<file path="config.mk">
export PLATFORM = sky130hd
export DESIGN_NAME = printf_integer_field_formatter
export DESIGN_NICKNAME = d
export VERILOG_FILES = /design/src/rtl/pifmt_pkg.sv /design/src/rtl/printf_integer_field_formatter.sv
export SDC_FILE = /design/constraint.sdc
export NUM_CORES = 1
export LEC_CHECK = 0
export ABC_AREA = 1
export BUFFER_PORTS_ARGS = -buffer_cell sky130_fd_sc_hd__buf_2
export CORE_UTILIZATION = 42
export CTS_BUF_LIST = sky130_fd_sc_hd__clkbuf_4
export DETAILED_ROUTE_END_ITERATION = 16
export GPL_ROUTABILITY_DRIVEN = 0
export PLACE_DENSITY_LB_ADDON = 0.15
export SLEW_MARGIN = 10
export SYNTH_ARGS = -nofsm -noshare
export SYNTH_HDL_FRONTEND = slang
export SYNTH_SLANG_ARGS = --single-unit
</file>
<file path="constraint.sdc">
create_clock -name clk_i -period 7 [get_ports clk_i]
set_clock_uncertainty 0.15 [all_clocks]
set_input_delay 1.4 -clock clk_i [delete_from_list [all_inputs] [get_ports clk_i]]
set_output_delay 1.4 -clock clk_i [all_outputs]
set_load 0.01 [all_outputs]
</file>
<file path="src/rtl/pifmt_pkg.sv">
package pifmt_pkg;

  // conversion kinds (tuser[2:0] on the input side)
  localparam logic [2:0] CMD_BIN  = 3'd0;
  localparam logic [2:0] CMD_OCT  = 3'd1;
  localparam logic [2:0] CMD_DEC  = 3'd2;
  localparam logic [2:0] CMD_UNS  = 3'd3;
  localparam logic [2:0] CMD_HEX  = 3'd4;
  localparam logic [2:0] CMD_HEXU = 3'd5;
  localparam logic [2:0] CMD_PTR  = 3'd6;

  // length modifier that selects a 16-bit operand
  localparam logic [1:0] LM_SHORT = 2'd1;
  localparam int unsigned SHORT_BITS = 16;

  // stream widths
  localparam int unsigned S_TDATA_W = 56;
  localparam int unsigned S_TUSER_W = 5;
  localparam int unsigned M_TDATA_W = 8;

  // digit store
  localparam int unsigned STORE_DEPTH = 64;
  localparam int unsigned STORE_AW    = 6;
  localparam int unsigned FIELD_CW    = 7;  // counts 0..64

  localparam logic [5:0] PREC_MAX     = 6'd62;
  localparam logic [5:0] PREC_DEFAULT = 6'd1;
  localparam logic [3:0] DIGIT_TEN    = 4'd10;
  localparam logic [3:0] BCD_FIVE     = 4'd5;
  localparam logic [3:0] BCD_ADJ      = 4'd3;

  // characters
  localparam logic [7:0] CH_ZERO  = 8'h30;
  localparam logic [7:0] CH_LO_A  = 8'h61;
  localparam logic [7:0] CH_UP_A  = 8'h41;
  localparam logic [7:0] CH_LO_X  = 8'h78;
  localparam logic [7:0] CH_UP_X  = 8'h58;
  localparam logic [7:0] CH_MINUS = 8'h2d;
  localparam logic [7:0] CH_PLUS  = 8'h2b;
  localparam logic [7:0] CH_SPACE = 8'h20;

endpackage

</file>
<file path="src/rtl/printf_integer_field_formatter.sv">
// Integer field formatter for printf-style output. Each input word carries one parsed
// integer conversion (b, o, d/i, u, x, X, p), its length modifier, the raw argument bits,
// the flags, width and precision; the block sends the formatted field out one ASCII
// character per output word, with tlast on the final character. A field of width zero
// with nothing to print sends no word, and neither does the unused conversion code 7.
// Digits are produced serially: for decimal the magnitude is first turned into BCD by a
// shift-and-add-3 pass over the VALUE_BITS bits, one bit per cycle; then every conversion
// peels one digit per cycle off a shift register into a 64-entry digit store (plus the
// octal alternate zero, when added), sees the digits done, sets up the field layout, and
// reads the store back most significant digit first, one character per cycle while the
// output side is ready. A new item is taken once the previous field's last character has
// been loaded into the output register, so the next conversion overlaps that final
// hand-off.
module printf_integer_field_formatter #(
  parameter int unsigned VALUE_BITS = 32,
  parameter int unsigned MAX_FIELD  = 64
) (
  input  logic                              clk_i,
  input  logic                              rst_ni,
  input  logic                              s_axis_tvalid_i,
  output logic                              s_axis_tready_o,
  // [31:0] value, [32] left_justify, [33] force_sign, [34] space_sign,
  // [35] alternate, [36] zero_fill, [43:37] width, [44] precision_given,
  // [50:45] precision, [55:51] zero
  input  logic [pifmt_pkg::S_TDATA_W-1:0]   s_axis_tdata_i,
  // [2:0] command, [4:3] length_mod
  input  logic [pifmt_pkg::S_TUSER_W-1:0]   s_axis_tuser_i,
  output logic                              m_axis_tvalid_o,
  input  logic                              m_axis_tready_i,
  // [7:0] out_char
  output logic [pifmt_pkg::M_TDATA_W-1:0]   m_axis_tdata_o,
  // last
  output logic                              m_axis_tlast_o
);

  localparam int unsigned BCD_DIGITS = (VALUE_BITS * 3) / 10 + 1;
  localparam int unsigned REM_W      = 4 * BCD_DIGITS;
  localparam int unsigned CNT_W      = $clog2(VALUE_BITS + 1);
  localparam int unsigned FW         = pifmt_pkg::FIELD_CW;
  localparam int unsigned AW         = pifmt_pkg::STORE_AW;

  typedef enum logic [2:0] {
    ST_IDLE,
    ST_CONV,
    ST_DIGIT,
    ST_PREP,
    ST_EMIT
  } state_e;

  typedef enum logic [1:0] {
    RAD_BIN,
    RAD_OCT,
    RAD_DEC,
    RAD_HEX
  } radix_e;

  // ---------------------------------------------------------------------------
  // registers
  // ---------------------------------------------------------------------------
  state_e                state_q, state_d;
  radix_e                radix_q, radix_d;
  logic                  upper_q, upper_d;
  logic                  oct_alt_q, oct_alt_d;
  logic                  lj_q, lj_d;
  logic                  zf_q, zf_d;
  logic [FW-1:0]         width_q, width_d;
  logic [5:0]            prec_q, prec_d;
  logic [1:0]            hlen_q, hlen_d;
  logic [7:0]            head0_q, head0_d;
  logic [7:0]            head1_q, head1_d;
  logic [VALUE_BITS-1:0] bin_q, bin_d;
  logic [REM_W-1:0]      remaining_q, remaining_d;
  logic [CNT_W-1:0]      cnt_q, cnt_d;
  logic [FW-1:0]         n_q, n_d;
  logic                  top_zero_q, top_zero_d;
  logic [FW-1:0]         b1_q, b1_d;
  logic [FW-1:0]         b2_q, b2_d;
  logic [FW-1:0]         b3_q, b3_d;
  logic [FW-1:0]         b4_q, b4_d;
  logic [FW-1:0]         total_q, total_d;
  logic [FW-1:0]         pos_q, pos_d;
  logic [FW-1:0]         dptr_q, dptr_d;
  logic                  m_valid_q, m_valid_d;
  logic [7:0]            m_data_q, m_data_d;
  logic                  m_last_q, m_last_d;

  // digit store
  logic [7:0]            digit_store_q [pifmt_pkg::STORE_DEPTH];
  logic [7:0]            rd_data_q;
  logic                  st_we;
  logic [AW-1:0]         st_waddr;
  logic [7:0]            st_wdata;

  // ---------------------------------------------------------------------------
  // input decode
  // ---------------------------------------------------------------------------
  logic [2:0]            in_cmd;
  logic                  in_short;
  logic [VALUE_BITS-1:0] in_val;
  logic [VALUE_BITS-1:0] in_neg;
  logic                  in_is_neg;
  logic [VALUE_BITS-1:0] in_mag;
  logic                  in_mag_nz;
  logic                  in_pg;
  logic [5:0]            in_prec;
  logic [FW-1:0]         in_width;
  logic                  in_alt;
  logic                  in_upper;

  assign in_cmd   = s_axis_tuser_i[2:0];
  assign in_short = (s_axis_tuser_i[4:3] == pifmt_pkg::LM_SHORT);
  assign in_alt   = s_axis_tdata_i[35];
  assign in_pg    = s_axis_tdata_i[44];
  assign in_prec  = s_axis_tdata_i[50:45];
  assign in_width = s_axis_tdata_i[43:37];
  assign in_upper = (in_cmd == pifmt_pkg::CMD_HEXU);

  always_comb begin
    if (in_short) begin
      in_val    = VALUE_BITS'(s_axis_tdata_i[15:0]);
      in_neg    = VALUE_BITS'(16'(~s_axis_tdata_i[15:0] + 16'd1));
      in_is_neg = s_axis_tdata_i[15];
    end else begin
      in_val    = VALUE_BITS'(s_axis_tdata_i[31:0]);
      in_neg    = ~in_val + VALUE_BITS'(1);
      in_is_neg = in_val[VALUE_BITS-1];
    end
    in_is_neg = in_is_neg && (in_cmd == pifmt_pkg::CMD_DEC);
    in_mag    = in_is_neg ? in_neg : in_val;
    in_mag_nz = |in_mag;
  end

  // ---------------------------------------------------------------------------
  // shared datapath pieces
  // ---------------------------------------------------------------------------
  logic [REM_W-1:0] dabbled;
  logic [3:0]       dig;
  logic [7:0]       dig_char;
  logic             more_digits;
  logic             out_free;
  logic             load_out;
  logic             is_last;
  logic             dig_emit;
  logic [7:0]       emit_char;
  logic [FW-1:0]    len_c;
  logic [FW-1:0]    pad_c;
  logic [FW-1:0]    b1_c;
  logic [FW-1:0]    b2_c;
  logic [FW-1:0]    b3_c;
  logic [FW-1:0]    b4_c;

  // add-3 correction on every BCD lane before the next shift
  always_comb begin
    for (int j = 0; j < BCD_DIGITS; j++) begin
      dabbled[4*j +: 4] = (remaining_q[4*j +: 4] >= pifmt_pkg::BCD_FIVE)
                        ? remaining_q[4*j +: 4] + pifmt_pkg::BCD_ADJ
                        : remaining_q[4*j +: 4];
    end
  end

  always_comb begin
    unique case (radix_q)
      RAD_BIN: dig = {3'b000, remaining_q[0]};
      RAD_OCT: dig = {1'b0, remaining_q[2:0]};
      default: dig = remaining_q[3:0];
    endcase
    if (dig < pifmt_pkg::DIGIT_TEN) begin
      dig_char = pifmt_pkg::CH_ZERO + 8'(dig);
    end else begin
      dig_char = (upper_q ? pifmt_pkg::CH_UP_A : pifmt_pkg::CH_LO_A)
               + 8'(dig - pifmt_pkg::DIGIT_TEN);
    end
  end

  assign more_digits = ((|remaining_q) || (n_q < {1'b0, prec_q}))
                    && (n_q < FW'(pifmt_pkg::STORE_DEPTH));

  // field layout: [lead spaces][head][zero fill][digits][trail spaces]
  always_comb begin
    len_c = FW'(hlen_q) + n_q;
    pad_c = (width_q > len_c) ? width_q - len_c : '0;
    b1_c  = (!lj_q && !zf_q) ? pad_c : '0;
    b2_c  = b1_c + FW'(hlen_q);
    b3_c  = b2_c + (zf_q ? pad_c : '0);
    b4_c  = b3_c + n_q;
  end

  always_comb begin
    dig_emit = 1'b0;
    if (pos_q < b1_q) begin
      emit_char = pifmt_pkg::CH_SPACE;
    end else if (pos_q < b2_q) begin
      emit_char = (pos_q == b1_q) ? head0_q : head1_q;
    end else if (pos_q < b3_q) begin
      emit_char = pifmt_pkg::CH_ZERO;
    end else if (pos_q < b4_q) begin
      emit_char = rd_data_q;
      dig_emit  = 1'b1;
    end else begin
      emit_char = pifmt_pkg::CH_SPACE;
    end
  end

  assign out_free = !m_valid_q || m_axis_tready_i;
  assign load_out = (state_q == ST_EMIT) && out_free;
  assign is_last  = (pos_q == total_q - FW'(1));

  // ---------------------------------------------------------------------------
  // next-state logic
  // ---------------------------------------------------------------------------
  always_comb begin
    state_d     = state_q;
    radix_d     = radix_q;
    upper_d     = upper_q;
    oct_alt_d   = oct_alt_q;
    lj_d        = lj_q;
    zf_d        = zf_q;
    width_d     = width_q;
    prec_d      = prec_q;
    hlen_d      = hlen_q;
    head0_d     = head0_q;
    head1_d     = head1_q;
    bin_d       = bin_q;
    remaining_d = remaining_q;
    cnt_d       = cnt_q;
    n_d         = n_q;
    top_zero_d  = top_zero_q;
    b1_d        = b1_q;
    b2_d        = b2_q;
    b3_d        = b3_q;
    b4_d        = b4_q;
    total_d     = total_q;
    pos_d       = pos_q;
    dptr_d      = dptr_q;
    m_valid_d   = m_valid_q && !m_axis_tready_i;
    m_data_d    = m_data_q;
    m_last_d    = m_last_q;
    st_we       = 1'b0;
    st_waddr    = n_q[AW-1:0];
    st_wdata    = dig_char;

    unique case (state_q)
      ST_IDLE: begin
        if (s_axis_tvalid_i) begin
          upper_d     = in_upper;
          oct_alt_d   = (in_cmd == pifmt_pkg::CMD_OCT) && in_alt;
          lj_d        = s_axis_tdata_i[32];
          zf_d        = s_axis_tdata_i[36] && !s_axis_tdata_i[32] && !in_pg;
          width_d     = (in_width > FW'(MAX_FIELD)) ? FW'(MAX_FIELD) : in_width;
          prec_d      = !in_pg ? pifmt_pkg::PREC_DEFAULT
                      : ((in_prec > pifmt_pkg::PREC_MAX) ? pifmt_pkg::PREC_MAX : in_prec);
          n_d         = '0;
          top_zero_d  = 1'b0;
          cnt_d       = '0;
          bin_d       = in_mag;
          remaining_d = REM_W'(in_mag);
          // sign, then a hex prefix that replaces it for nonzero values
          hlen_d      = 2'd0;
          head0_d     = pifmt_pkg::CH_SPACE;
          head1_d     = in_upper ? pifmt_pkg::CH_UP_X : pifmt_pkg::CH_LO_X;
          if (in_is_neg) begin
            hlen_d  = 2'd1;
            head0_d = pifmt_pkg::CH_MINUS;
          end else if (in_cmd == pifmt_pkg::CMD_DEC && s_axis_tdata_i[33]) begin
            hlen_d  = 2'd1;
            head0_d = pifmt_pkg::CH_PLUS;
          end else if (in_cmd == pifmt_pkg::CMD_DEC && s_axis_tdata_i[34]) begin
            hlen_d  = 2'd1;
            head0_d = pifmt_pkg::CH_SPACE;
          end
          if (in_mag_nz && ((in_alt && (in_cmd == pifmt_pkg::CMD_HEX
                                     || in_cmd == pifmt_pkg::CMD_HEXU))
                            || in_cmd == pifmt_pkg::CMD_PTR)) begin
            hlen_d  = 2'd2;
            head0_d = pifmt_pkg::CH_ZERO;
          end
          unique case (in_cmd) inside
            pifmt_pkg::CMD_BIN: begin
              radix_d = RAD_BIN;
              state_d = ST_DIGIT;
            end
            pifmt_pkg::CMD_OCT: begin
              radix_d = RAD_OCT;
              state_d = ST_DIGIT;
            end
            pifmt_pkg::CMD_DEC, pifmt_pkg::CMD_UNS: begin
              radix_d     = RAD_DEC;
              remaining_d = '0;
              state_d     = ST_CONV;
            end
            pifmt_pkg::CMD_HEX, pifmt_pkg::CMD_HEXU, pifmt_pkg::CMD_PTR: begin
              radix_d = RAD_HEX;
              state_d = ST_DIGIT;
            end
            default: state_d = ST_IDLE;  // unused code: no output
          endcase
        end
      end

      ST_CONV: begin
        remaining_d = {dabbled[REM_W-2:0], bin_q[VALUE_BITS-1]};
        bin_d       = {bin_q[VALUE_BITS-2:0], 1'b0};
        cnt_d       = cnt_q + CNT_W'(1);
        if (cnt_q == CNT_W'(VALUE_BITS - 1)) begin
          state_d = ST_DIGIT;
        end
      end

      ST_DIGIT: begin
        if (more_digits) begin
          st_we      = 1'b1;
          n_d        = n_q + FW'(1);
          top_zero_d = (dig == 4'd0);
          unique case (radix_q)
            RAD_BIN: remaining_d = remaining_q >> 1;
            RAD_OCT: remaining_d = remaining_q >> 3;
            default: remaining_d = remaining_q >> 4;
          endcase
        end else if (oct_alt_q && n_q < FW'(pifmt_pkg::STORE_DEPTH)
                     && (n_q == '0 || !top_zero_q)) begin
          // octal alternate form: leading zero unless one is there already
          st_we      = 1'b1;
          st_wdata   = pifmt_pkg::CH_ZERO;
          n_d        = n_q + FW'(1);
          top_zero_d = 1'b1;
        end else begin
          state_d = ST_PREP;
        end
      end

      ST_PREP: begin
        b1_d    = b1_c;
        b2_d    = b2_c;
        b3_d    = b3_c;
        b4_d    = b4_c;
        total_d = b4_c + (lj_q ? pad_c : '0);
        pos_d   = '0;
        dptr_d  = n_q - FW'(1);
        state_d = ((b4_c + (lj_q ? pad_c : '0)) == '0) ? ST_IDLE : ST_EMIT;
      end

      ST_EMIT: begin
        if (out_free) begin
          m_valid_d = 1'b1;
          m_data_d  = emit_char;
          m_last_d  = is_last;
          pos_d     = pos_q + FW'(1);
          if (dig_emit) begin
            dptr_d = dptr_q - FW'(1);
          end
          if (is_last) begin
            state_d = ST_IDLE;
          end
        end
      end

      default: state_d = ST_IDLE;
    endcase
  end

  always_ff @(posedge clk_i or negedge rst_ni) begin
    if (!rst_ni) begin
      state_q     <= ST_IDLE;
      radix_q     <= RAD_BIN;
      upper_q     <= 1'b0;
      oct_alt_q   <= 1'b0;
      lj_q        <= 1'b0;
      zf_q        <= 1'b0;
      width_q     <= '0;
      prec_q      <= '0;
      hlen_q      <= '0;
      head0_q     <= '0;
      head1_q     <= '0;
      bin_q       <= '0;
      remaining_q <= '0;
      cnt_q       <= '0;
      n_q         <= '0;
      top_zero_q  <= 1'b0;
      b1_q        <= '0;
      b2_q        <= '0;
      b3_q        <= '0;
      b4_q        <= '0;
      total_q     <= '0;
      pos_q       <= '0;
      dptr_q      <= '0;
      m_valid_q   <= 1'b0;
      m_data_q    <= '0;
      m_last_q    <= 1'b0;
    end else begin
      state_q     <= state_d;
      radix_q     <= radix_d;
      upper_q     <= upper_d;
      oct_alt_q   <= oct_alt_d;
      lj_q        <= lj_d;
      zf_q        <= zf_d;
      width_q     <= width_d;
      prec_q      <= prec_d;
      hlen_q      <= hlen_d;
      head0_q     <= head0_d;
      head1_q     <= head1_d;
      bin_q       <= bin_d;
      remaining_q <= remaining_d;
      cnt_q       <= cnt_d;
      n_q         <= n_d;
      top_zero_q  <= top_zero_d;
      b1_q        <= b1_d;
      b2_q        <= b2_d;
      b3_q        <= b3_d;
      b4_q        <= b4_d;
      total_q     <= total_d;
      pos_q       <= pos_d;
      dptr_q      <= dptr_d;
      m_valid_q   <= m_valid_d;
      m_data_q    <= m_data_d;
      m_last_q    <= m_last_d;
    end
  end

  // digit store: one write port, one registered read port addressed by the next
  // pointer value so the next digit is waiting when it is needed
  always_ff @(posedge clk_i) begin
    if (st_we) begin
      digit_store_q[st_waddr] <= st_wdata;
    end
    rd_data_q <= digit_store_q[dptr_d[AW-1:0]];
  end

  assign s_axis_tready_o = (state_q == ST_IDLE);
  assign m_axis_tvalid_o = m_valid_q;
  assign m_axis_tdata_o  = m_data_q;
  assign m_axis_tlast_o  = m_last_q;

  // ---------------------------------------------------------------------------
  // assertions
  // ---------------------------------------------------------------------------
  a_digit_count: assert property (@(posedge clk_i) disable iff (!rst_ni)
    n_q <= FW'(pifmt_pkg::STORE_DEPTH))
    else $error("digit count past store depth");

  a_pos_in_field: assert property (@(posedge clk_i) disable iff (!rst_ni)
    state_q == ST_EMIT |-> pos_q < total_q)
    else $error("emit position past field end");

  a_digit_ptr: assert property (@(posedge clk_i) disable iff (!rst_ni)
    (state_q == ST_EMIT && dig_emit) |-> dptr_q < n_q)
    else $error("digit read outside written entries");

  a_last_ends: assert property (@(posedge clk_i) disable iff (!rst_ni)
    (load_out && is_last) |=> (state_q == ST_IDLE && m_axis_tlast_o && m_axis_tvalid_o))
    else $error("last character did not close the field");

endmodule
</file>
==> impl_results.rst, run 1 <==
.. list-table::
   :header-rows: 1

   * - Metric
     - Value
   * - Y dimension of the die
     - 295 um
   * - Syn. warnings
     - 0
   * - Design Area, Final
     - 0.0400 sq mm
   * - Via count of the first global-routing pass
     - 26,500
   * - Most Frequent Cell on Critical Path
     - sky130_fd_sc_hd__nand2_1
   * - Slowest library cell on the worst path
     - sky130_fd_sc_hd__fa_1
   * - Routed wire length
     - 101,000 um
   * - Hold slack
     - 0.324 ns
   * - DRT antenna net count
     - 0
   * - Filler cells
     - 8,303
   * - Quantity of I/O buffers inserted on ports
     - 70
   * - Mean number of vias per cell
     - 5.20
   * - Distinct cell type count of the synthesized netlist
     - 58
   * - Sum of overflow across all layers after global routing
     - 0
   * - Clock transition at the registers of the reported paths
     - 0.06 ns
   * - Type of the tightest min-delay check
     - in2async
   * - RR Startpoint
     - hlen_q[0]$_DFFE_PN0P_
   * - TritonCTS clock tree
     - built
   * - Worst path required time
     - 7.74 ns
   * - Final number of hold-violating endpoints
     - 0
   * - Sinks on the clock net
     - 693
   * - Maximum frequency from static timing analysis
     - 153 MHz
   * - Start-to-end type of the worst setup path
     - reg2reg
   * - Share of the yosys chip area belonging to registers
     - 0.550
   * - Global router's overall resource usage
     - 0.235
   * - Post-layout instance count excluding filler cells
     - 5,318
   * - Setup violators final
     - 0
   * - Synthesized netlist net count
     - 4,075
   * - Most area-consuming cells after synthesis
     - sky130_fd_sc_hd__edfxtp_1 (43%), sky130_fd_sc_hd__dfrtp_1 (12%), sky130_fd_sc_hd__nand3_1 (8.3%)
   * - Worst Path Arrival
     - 7.30 ns
   * - Destination of the worst register-to-register timing path
     - state_q[2]$_DFFE_PN0P_
   * - Post-synthesis area per instance
     - 9.26 sq um
   * - Overall via count from detail_route
     - 27,600
   * - First-pass detailed-route iteration total
     - 10
   * - Total count of max-transition violations in the final report
     - 0
   * - Die footprint
     - 0.0872 sq mm
   * - Iteration-0 DRC count of the detailed router
     - 2,017
   * - Number of buffers created by CTS
     - 189
   * - # Max-Cap Violations
     - 0
   * - Top_reg_cell synth
     - sky130_fd_sc_hd__edfxtp_1
   * - CP Capture Point
     - state_q[2]$_DFFE_PN0P_
   * - Post-DP HPWL
     - 61,500 um
   * - Final critical-path required period
     - 6.56 ns
   * - Clk root buf
     - sky130_fd_sc_hd__clkbuf_4
   * - Core outline area
     - 0.0851 sq mm
   * - Timing startpoint of the critical path
     - hlen_q[0]$_DFFE_PN0P_
   * - Largest net degree at the start of global routing
     - 147
   * - Count of boundary I/O pins
     - 76
   * - Worst slew slack as a fraction of its limit
     - 0.271
   * - Clk Latency, worst-skew pair
     - 1.05 ns
   * - Final routed wire length divided by cell count
     - 18.9 um
   * - # placed instances
     - 4,981
   * - Critical Path Start Type
     - flip-flop
   * - Most instantiated library cell after synthesis
     - sky130_fd_sc_hd__nand2_1
   * - Post-synth top cells
     - sky130_fd_sc_hd__nand2_1 (702), sky130_fd_sc_hd__nand3_1 (602), sky130_fd_sc_hd__inv_1 (588)
   * - Slew @ Worst Pin
     - 1.09 ns
   * - Run status
     - finished, final reports clean
   * - Initial core utilization
     - 0.424
   * - Worst R2R Setup Slack
     - 0.44 ns
   * - Count of flip-flops with a built-in enable after synthesis
     - 512
   * - CP peak stage delay
     - 0.53 ns
   * - Peak supply drop
     - 0.378 mV
   * - Share of the synthesized area in the top cell type
     - 0.426
   * - Highest fanout seen on the critical path
     - 4
   * - Post-detailed-placement cell area
     - 0.0375 sq mm
   * - Depth of the worst register-to-register path
     - 35
   * - Area overhead of the layout relative to synthesis
     - 10.7%
   * - Critical path endpoint category
     - flip-flop
   * - Number of nets in the layout
     - 4,204
   * - Post-Route Setup TNS
     - 0 ns
   * - Row count
     - 107
   * - Die boundary width
     - 295 um
   * - H-Tree Level Count
     - 4
   * - Number of antenna violations at the first check in global routing
     - 3
   * - Number of register bits inferred by synthesis
     - 693
   * - Remaining DRCs
     - 0
   * - Clock Tree Buf Depth
     - 3
   * - P_leak
     - 17.0 nW
   * - Setup repair after global routing missed its margin
     - false
   * - Mapped Area
     - 0.0361 sq mm
   * - Gate count after technology mapping
     - 3,901
   * - Global-route wire length before repair
     - 157,000 um
   * - Post-route clock period utilization
     - 0.936
   * - Async S/R FF share, synth
     - 0.250
   * - Fraction of layout cells with a size suffix above 1
     - 0.117
   * - Synth area leader
     - sky130_fd_sc_hd__edfxtp_1
   * - Pwr Density
     - 484 mW/mm^2
   * - Layout Utilization
     - 0.469
[layer usage]
layer  up-vias  part of all wire  GRT usage
met4         0             0.024     0.0824
met2       778              0.46      0.367
li1      13600                 -          -
met5         -                 0          0
met1     13100              0.46      0.330
met3       171             0.056     0.0407
[final cells by class]
type                       count  area, sq um  share of cell area
antenna                        3         7.51            0.000188
clock buffer                 286         2150              0.0537
clock inverter                46          288             0.00720
inverter                     601         2260              0.0564
multi-input combinational   2419        13100               0.329
sequential                   693        19900               0.497
tap                         1144         1430              0.0358
timing repair buffer         126          842              0.0211
[registers in the layout, summed over array words and instances (netlist names), 8 cells and up]
| name | cells |
|---|---|
| digit_store_q | 512 |
| remaining_q | 40 |
| bin_q | 32 |
| m_axis_tdata_o | 8 |
| rd_data_q | 8 |
[kinds of logic after synthesis]
family          after synthesis  share of synthesized area
flops                       693                      0.550
fa+ha+maj                   109                     0.0390
compound gates              478                     0.0780
buf+inv                     789                     0.0918
simple gates               1778                      0.228
xor+xnor                     54                     0.0131
[how the worst min path moves through the flow]
stage / startpoint / end / slack (ns) / depth (start not counted)
2_1_floorplan: b2_q[0]$_DFFE_PN0P_ / b2_q[0]$_DFFE_PN0P_ / 0.29 / 2
3_5_place_dp: head1_q[4]$_DFFE_PN0P_ / head1_q[4]$_DFFE_PN0P_ / 0.31 / 2
3_3_place_gp: head1_q[4]$_DFFE_PN0P_ / head1_q[4]$_DFFE_PN0P_ / 0.31 / 2
5_1_grt: head1_q[4]$_DFFE_PN0P_ / head1_q[4]$_DFFE_PN0P_ / 0.34 / 2
4_1_cts: rst_ni / remaining_q[16]$_DFFE_PN0P_ / 0.28 / 1
6_report: rst_ni / bin_q[15]$_DFFE_PN0P_ / 0.32 / 1
[what timing repair did]
item | 4_1_cts | 5_1_grt
buffers inserted | 0 | 2
resized for setup | 0 | 11
hold buffers | 0 | 0
setup endpoints to repair | 0 | 2
[through the flow]
stage                     setup slack, ns  power (mW)
after floorplan                     0.791        12.6
after global placement              0.402        15.6
after detailed placement            0.337        15.6
after CTS                           0.295        19.4
after global routing              0.00106        20.8
final                               0.445        19.3
[power by group]
part / leakage, nW / switching, mW / internal, mW
logic: 8.65 / 6.98 / 2.82
registers: 6.95 / 0.377 / 5.47
clock network: 1.44 / 1.75 / 1.94
total: 17.0 / 9.11 / 10.2
[placed cells by master (no fill, tap or decap), drive strengths merged, types with 103 or more instances in the layout]
| cell type | n |
|---|---|
| nand2 | 707 |
| nand3 | 602 |
| inv | 600 |
| edfxtp | 512 |
| clkbuf | 287 |
| nor2 | 237 |
| o21ai | 223 |
| dfrtp | 173 |
| nand3b | 164 |
| buf | 125 |
| a21oi | 110 |
| ha | 103 |
[worst max-delay path: cells and delay by family, from the launching register on]
family | cells | cell delay (ns)
AOI/OAI and AO/OA | 6 | 0.91
xor gates and xnor gates | 4 | 0.69
buffers and inverters | 3 | 0.19
adders and majority gates | 8 | 2.75
DFF | 1 | 0.39
and+or+nand+nor | 14 | 1.34
Power figures use the tool's default switching activity.
==> inputs of run 2 (changes only) <==
==> constraint.sdc (replaced) <==
create_clock -name clk_i -period 7 [get_ports clk_i]
set_clock_uncertainty 0.15 [all_clocks]
set_input_delay 0.7 -clock clk_i [delete_from_list [all_inputs] [get_ports clk_i]]
set_output_delay 0.7 -clock clk_i [all_outputs]
set_load 0.01 [all_outputs]
==> impl_results.rst, run 2 (same netlist as run 1, synthesis figures left out) <==
.. list-table::
   :header-rows: 1

   * - Metric
     - Value
   * - Run status
     - finished, final reports clean (unchanged)
   * - Post-DP HPWL
     - 62,500 um (was 61,500 um)
   * - Area overhead of the layout relative to synthesis
     - 13.1% (was 10.7%)
   * - Peak supply drop
     - 0.468 mV (was 0.378 mV)
   * - Most Frequent Cell on Critical Path
     - sky130_fd_sc_hd__ha_1 (was sky130_fd_sc_hd__nand2_1)
   * - # Max-Cap Violations
     - 0 (unchanged)
   * - Row count
     - 107 (unchanged)
   * - Number of antenna violations at the first check in global routing
     - 3 (unchanged)
   * - Hold slack
     - 0.123 ns (was 0.324 ns)
   * - Mean number of vias per cell
     - 5.21 (was 5.20)
   * - Critical path endpoint category
     - flip-flop (unchanged)
   * - Clock transition at the registers of the reported paths
     - 0.07 ns (was 0.06 ns)
   * - Sum of overflow across all layers after global routing
     - 0 (unchanged)
   * - Type of the tightest min-delay check
     - in2reg (was in2async)
   * - Global-route wire length before repair
     - 159,000 um (was 157,000 um)
   * - Maximum frequency from static timing analysis
     - 152 MHz (was 153 MHz)
   * - Initial core utilization
     - 0.424 (unchanged)
   * - Slowest library cell on the worst path
     - sky130_fd_sc_hd__fa_2 (was sky130_fd_sc_hd__fa_1)
   * - Clock Tree Buf Depth
     - 3 (unchanged)
   * - Sinks on the clock net
     - 693 (unchanged)
   * - Start-to-end type of the worst setup path
     - reg2reg (unchanged)
   * - Pwr Density
     - 481 mW/mm^2 (was 484 mW/mm^2)
   * - Post-route clock period utilization
     - 0.938 (was 0.936)
   * - P_leak
     - 17.4 nW (was 17.0 nW)
   * - Final total power
     - 19.6 mW (was 19.3 mW)
   * - Most common cell after layout, fill and taps aside
     - sky130_fd_sc_hd__nand2_1 (unchanged)
   * - Worst slack, placed
     - 0.276 ns (was 0.337 ns)
   * - Depth of the worst register-to-register path
     - 29 (was 35)
   * - Max reg flops
     - 512 (unchanged)
   * - Filler cells
     - 8,272 (was 8,303)
   * - Highest fanout seen on the critical path
     - 6 (was 4)
   * - Final worst setup slack
     - 0.436 ns (was 0.445 ns)
   * - Routed wire length
     - 102,000 um (was 101,000 um)
   * - Post-Route Setup TNS
     - 0 ns (unchanged)
   * - CP peak stage delay
     - 0.48 ns (was 0.53 ns)
   * - Worst Path Arrival
     - 7.30 ns (about the same)
   * - Post-layout instance count excluding filler cells
     - 5,399 (was 5,318)
   * - Largest net degree at the start of global routing
     - 134 (was 147)
   * - Total count of max-transition violations in the final report
     - 0 (unchanged)
   * - Setup repair after global routing missed its margin
     - false (unchanged)
   * - Count of boundary I/O pins
     - 76 (unchanged)
   * - Fraction of layout cells with a size suffix above 1
     - 0.119 (was 0.117)
   * - Die boundary width
     - 295 um (unchanged)
   * - Number of nets in the layout
     - 4,281 (was 4,204)
   * - Critical Path Start Type
     - flip-flop (unchanged)
   * - Y dimension of the die
     - 295 um (unchanged)
   * - Register ranked first by flip-flop count
     - digit_store_q (unchanged)
   * - Timing startpoint of the critical path
     - hlen_q[0]$_DFFE_PN0P_ (unchanged)
   * - Worst slew slack as a fraction of its limit
     - 0.193 (was 0.271)
   * - Clk Latency, worst-skew pair
     - 1.06 ns (was 1.05 ns)
   * - Commonest cells after routing, fill and taps aside
     - sky130_fd_sc_hd__nand2_1 (700), sky130_fd_sc_hd__nand3_1 (602), sky130_fd_sc_hd__inv_1 (588) (unchanged)
   * - Die footprint
     - 0.0872 sq mm (unchanged)
   * - Iteration-0 DRC count of the detailed router
     - 2,380 (was 2,017)
   * - Global router's overall resource usage
     - 0.238 (was 0.235)
   * - DRT antenna net count
     - 0 (unchanged)
   * - RR Startpoint
     - hlen_q[0]$_DFFE_PN0P_ (unchanged)
   * - Final critical-path required period
     - 6.56 ns (about the same)
   * - Design Area, Final
     - 0.0408 sq mm (was 0.0400 sq mm)
   * - Post-detailed-placement cell area
     - 0.0375 sq mm (about the same)
   * - Core outline area
     - 0.0851 sq mm (unchanged)
   * - # placed instances
     - 4,984 (was 4,981)
   * - Worst path required time
     - 7.74 ns (about the same)
   * - Number of buffers created by CTS
     - 190 (was 189)
   * - TritonCTS clock tree
     - built (unchanged)
   * - Overall via count from detail_route
     - 28,100 (was 27,600)
   * - Slew @ Worst Pin
     - 1.21 ns (was 1.09 ns)
   * - Top Registers
     - digit_store_q: 512 flops, remaining_q: 40 flops, bin_q: 32 flops (unchanged)
   * - Startpoint of the worst hold path
     - m_axis_tready_i
   * - Quantity of I/O buffers inserted on ports
     - 70 (unchanged)
   * - Remaining DRCs
     - 0 (unchanged)
   * - H-Tree Level Count
     - 4 (unchanged)
   * - First-pass detailed-route iteration total
     - 5 (was 10)
   * - Destination of the worst register-to-register timing path
     - state_q[2]$_DFFE_PN0P_ (unchanged)
   * - Clk root buf
     - sky130_fd_sc_hd__clkbuf_4 (unchanged)
   * - Sink of the worst hold path
     - m_axis_tvalid_o$_DFF_PN0_
   * - Setup violators final
     - 0 (unchanged)
   * - Final routed wire length divided by cell count
     - 19.0 um (was 18.9 um)
   * - Depth of the worst hold-timing path
     - 4
   * - Layout Utilization
     - 0.480 (was 0.469)
   * - Via count of the first global-routing pass
     - 27,100 (was 26,500)
   * - Worst R2R Setup Slack
     - 0.44 ns (about the same)
   * - Final number of hold-violating endpoints
     - 0 (unchanged)
[run 2: worst max-delay path, delay by kind of cell (launching register included)]
kind / cells / cell delay, ns
AOI/OAI and AO/OA: 3 / 0.36
and+or+nand+nor: 11 / 1.78
buffers and inverters: 4 / 0.36
xor gates and xnor gates: 3 / 0.61
adders and majority gates: 8 / 2.77
DFF: 1 / 0.39
[run 2: how the worst max path moves through the flow]
stage | end | slack (ns) | cells after the start
after CTS | state_q[2]$_DFFE_PN0P_ | 0.22 | 33
after global routing | state_q[2]$_DFFE_PN0P_ | 0.02 | 33
final | state_q[2]$_DFFE_PN0P_ | 0.44 | 29
after floorplan | state_q[2]$_DFFE_PN0P_ | 0.79 | 35
after detailed placement | state_q[2]$_DFFE_PN0P_ | 0.28 | 33
after global placement | state_q[2]$_DFFE_PN0P_ | 0.34 | 33
[run 2: what timing repair did]
| item | CTS | global route |
|---|---|---|
| endpoints found under the hold margin | 178 | 0 |
| buffers inserted | 0 | 5 |
| hold buffers | 70 | 0 |
| endpoints found under the setup margin | 0 | 2 |
| resized for setup | 0 | 21 |
[run 2: cell type report]
class	instances	area, sq um	share of cell area
diodes	2	5.00	0.000123
inverters	601	2260	0.0552
flip-flops and latches	693	19900	0.486
repair buffers	202	1580	0.0386
multi-input cells	2419	13200	0.323
well taps	1144	1430	0.0351
clock inverters	39	284	0.00696
clock buffers	299	2240	0.0550
[run 2: layer usage]
metal / vias up / global-route usage / wire (um)
met2: 773 / 0.372 / 47300
met3: 147 / 0.0395 / 5330
met4: 2 / 0.0763 / 2250
li1: 13700 / - / -
met1: 13500 / 0.336 / 47400
met5: - / 0 / 12
[run 2: report_power, final]
part | internal, mW | switching [mW]
Combinational | 2.90 | 7.09
Clock | 2.07 | 1.73
Sequential | 5.47 | 0.373
Total | 10.4 | 9.19
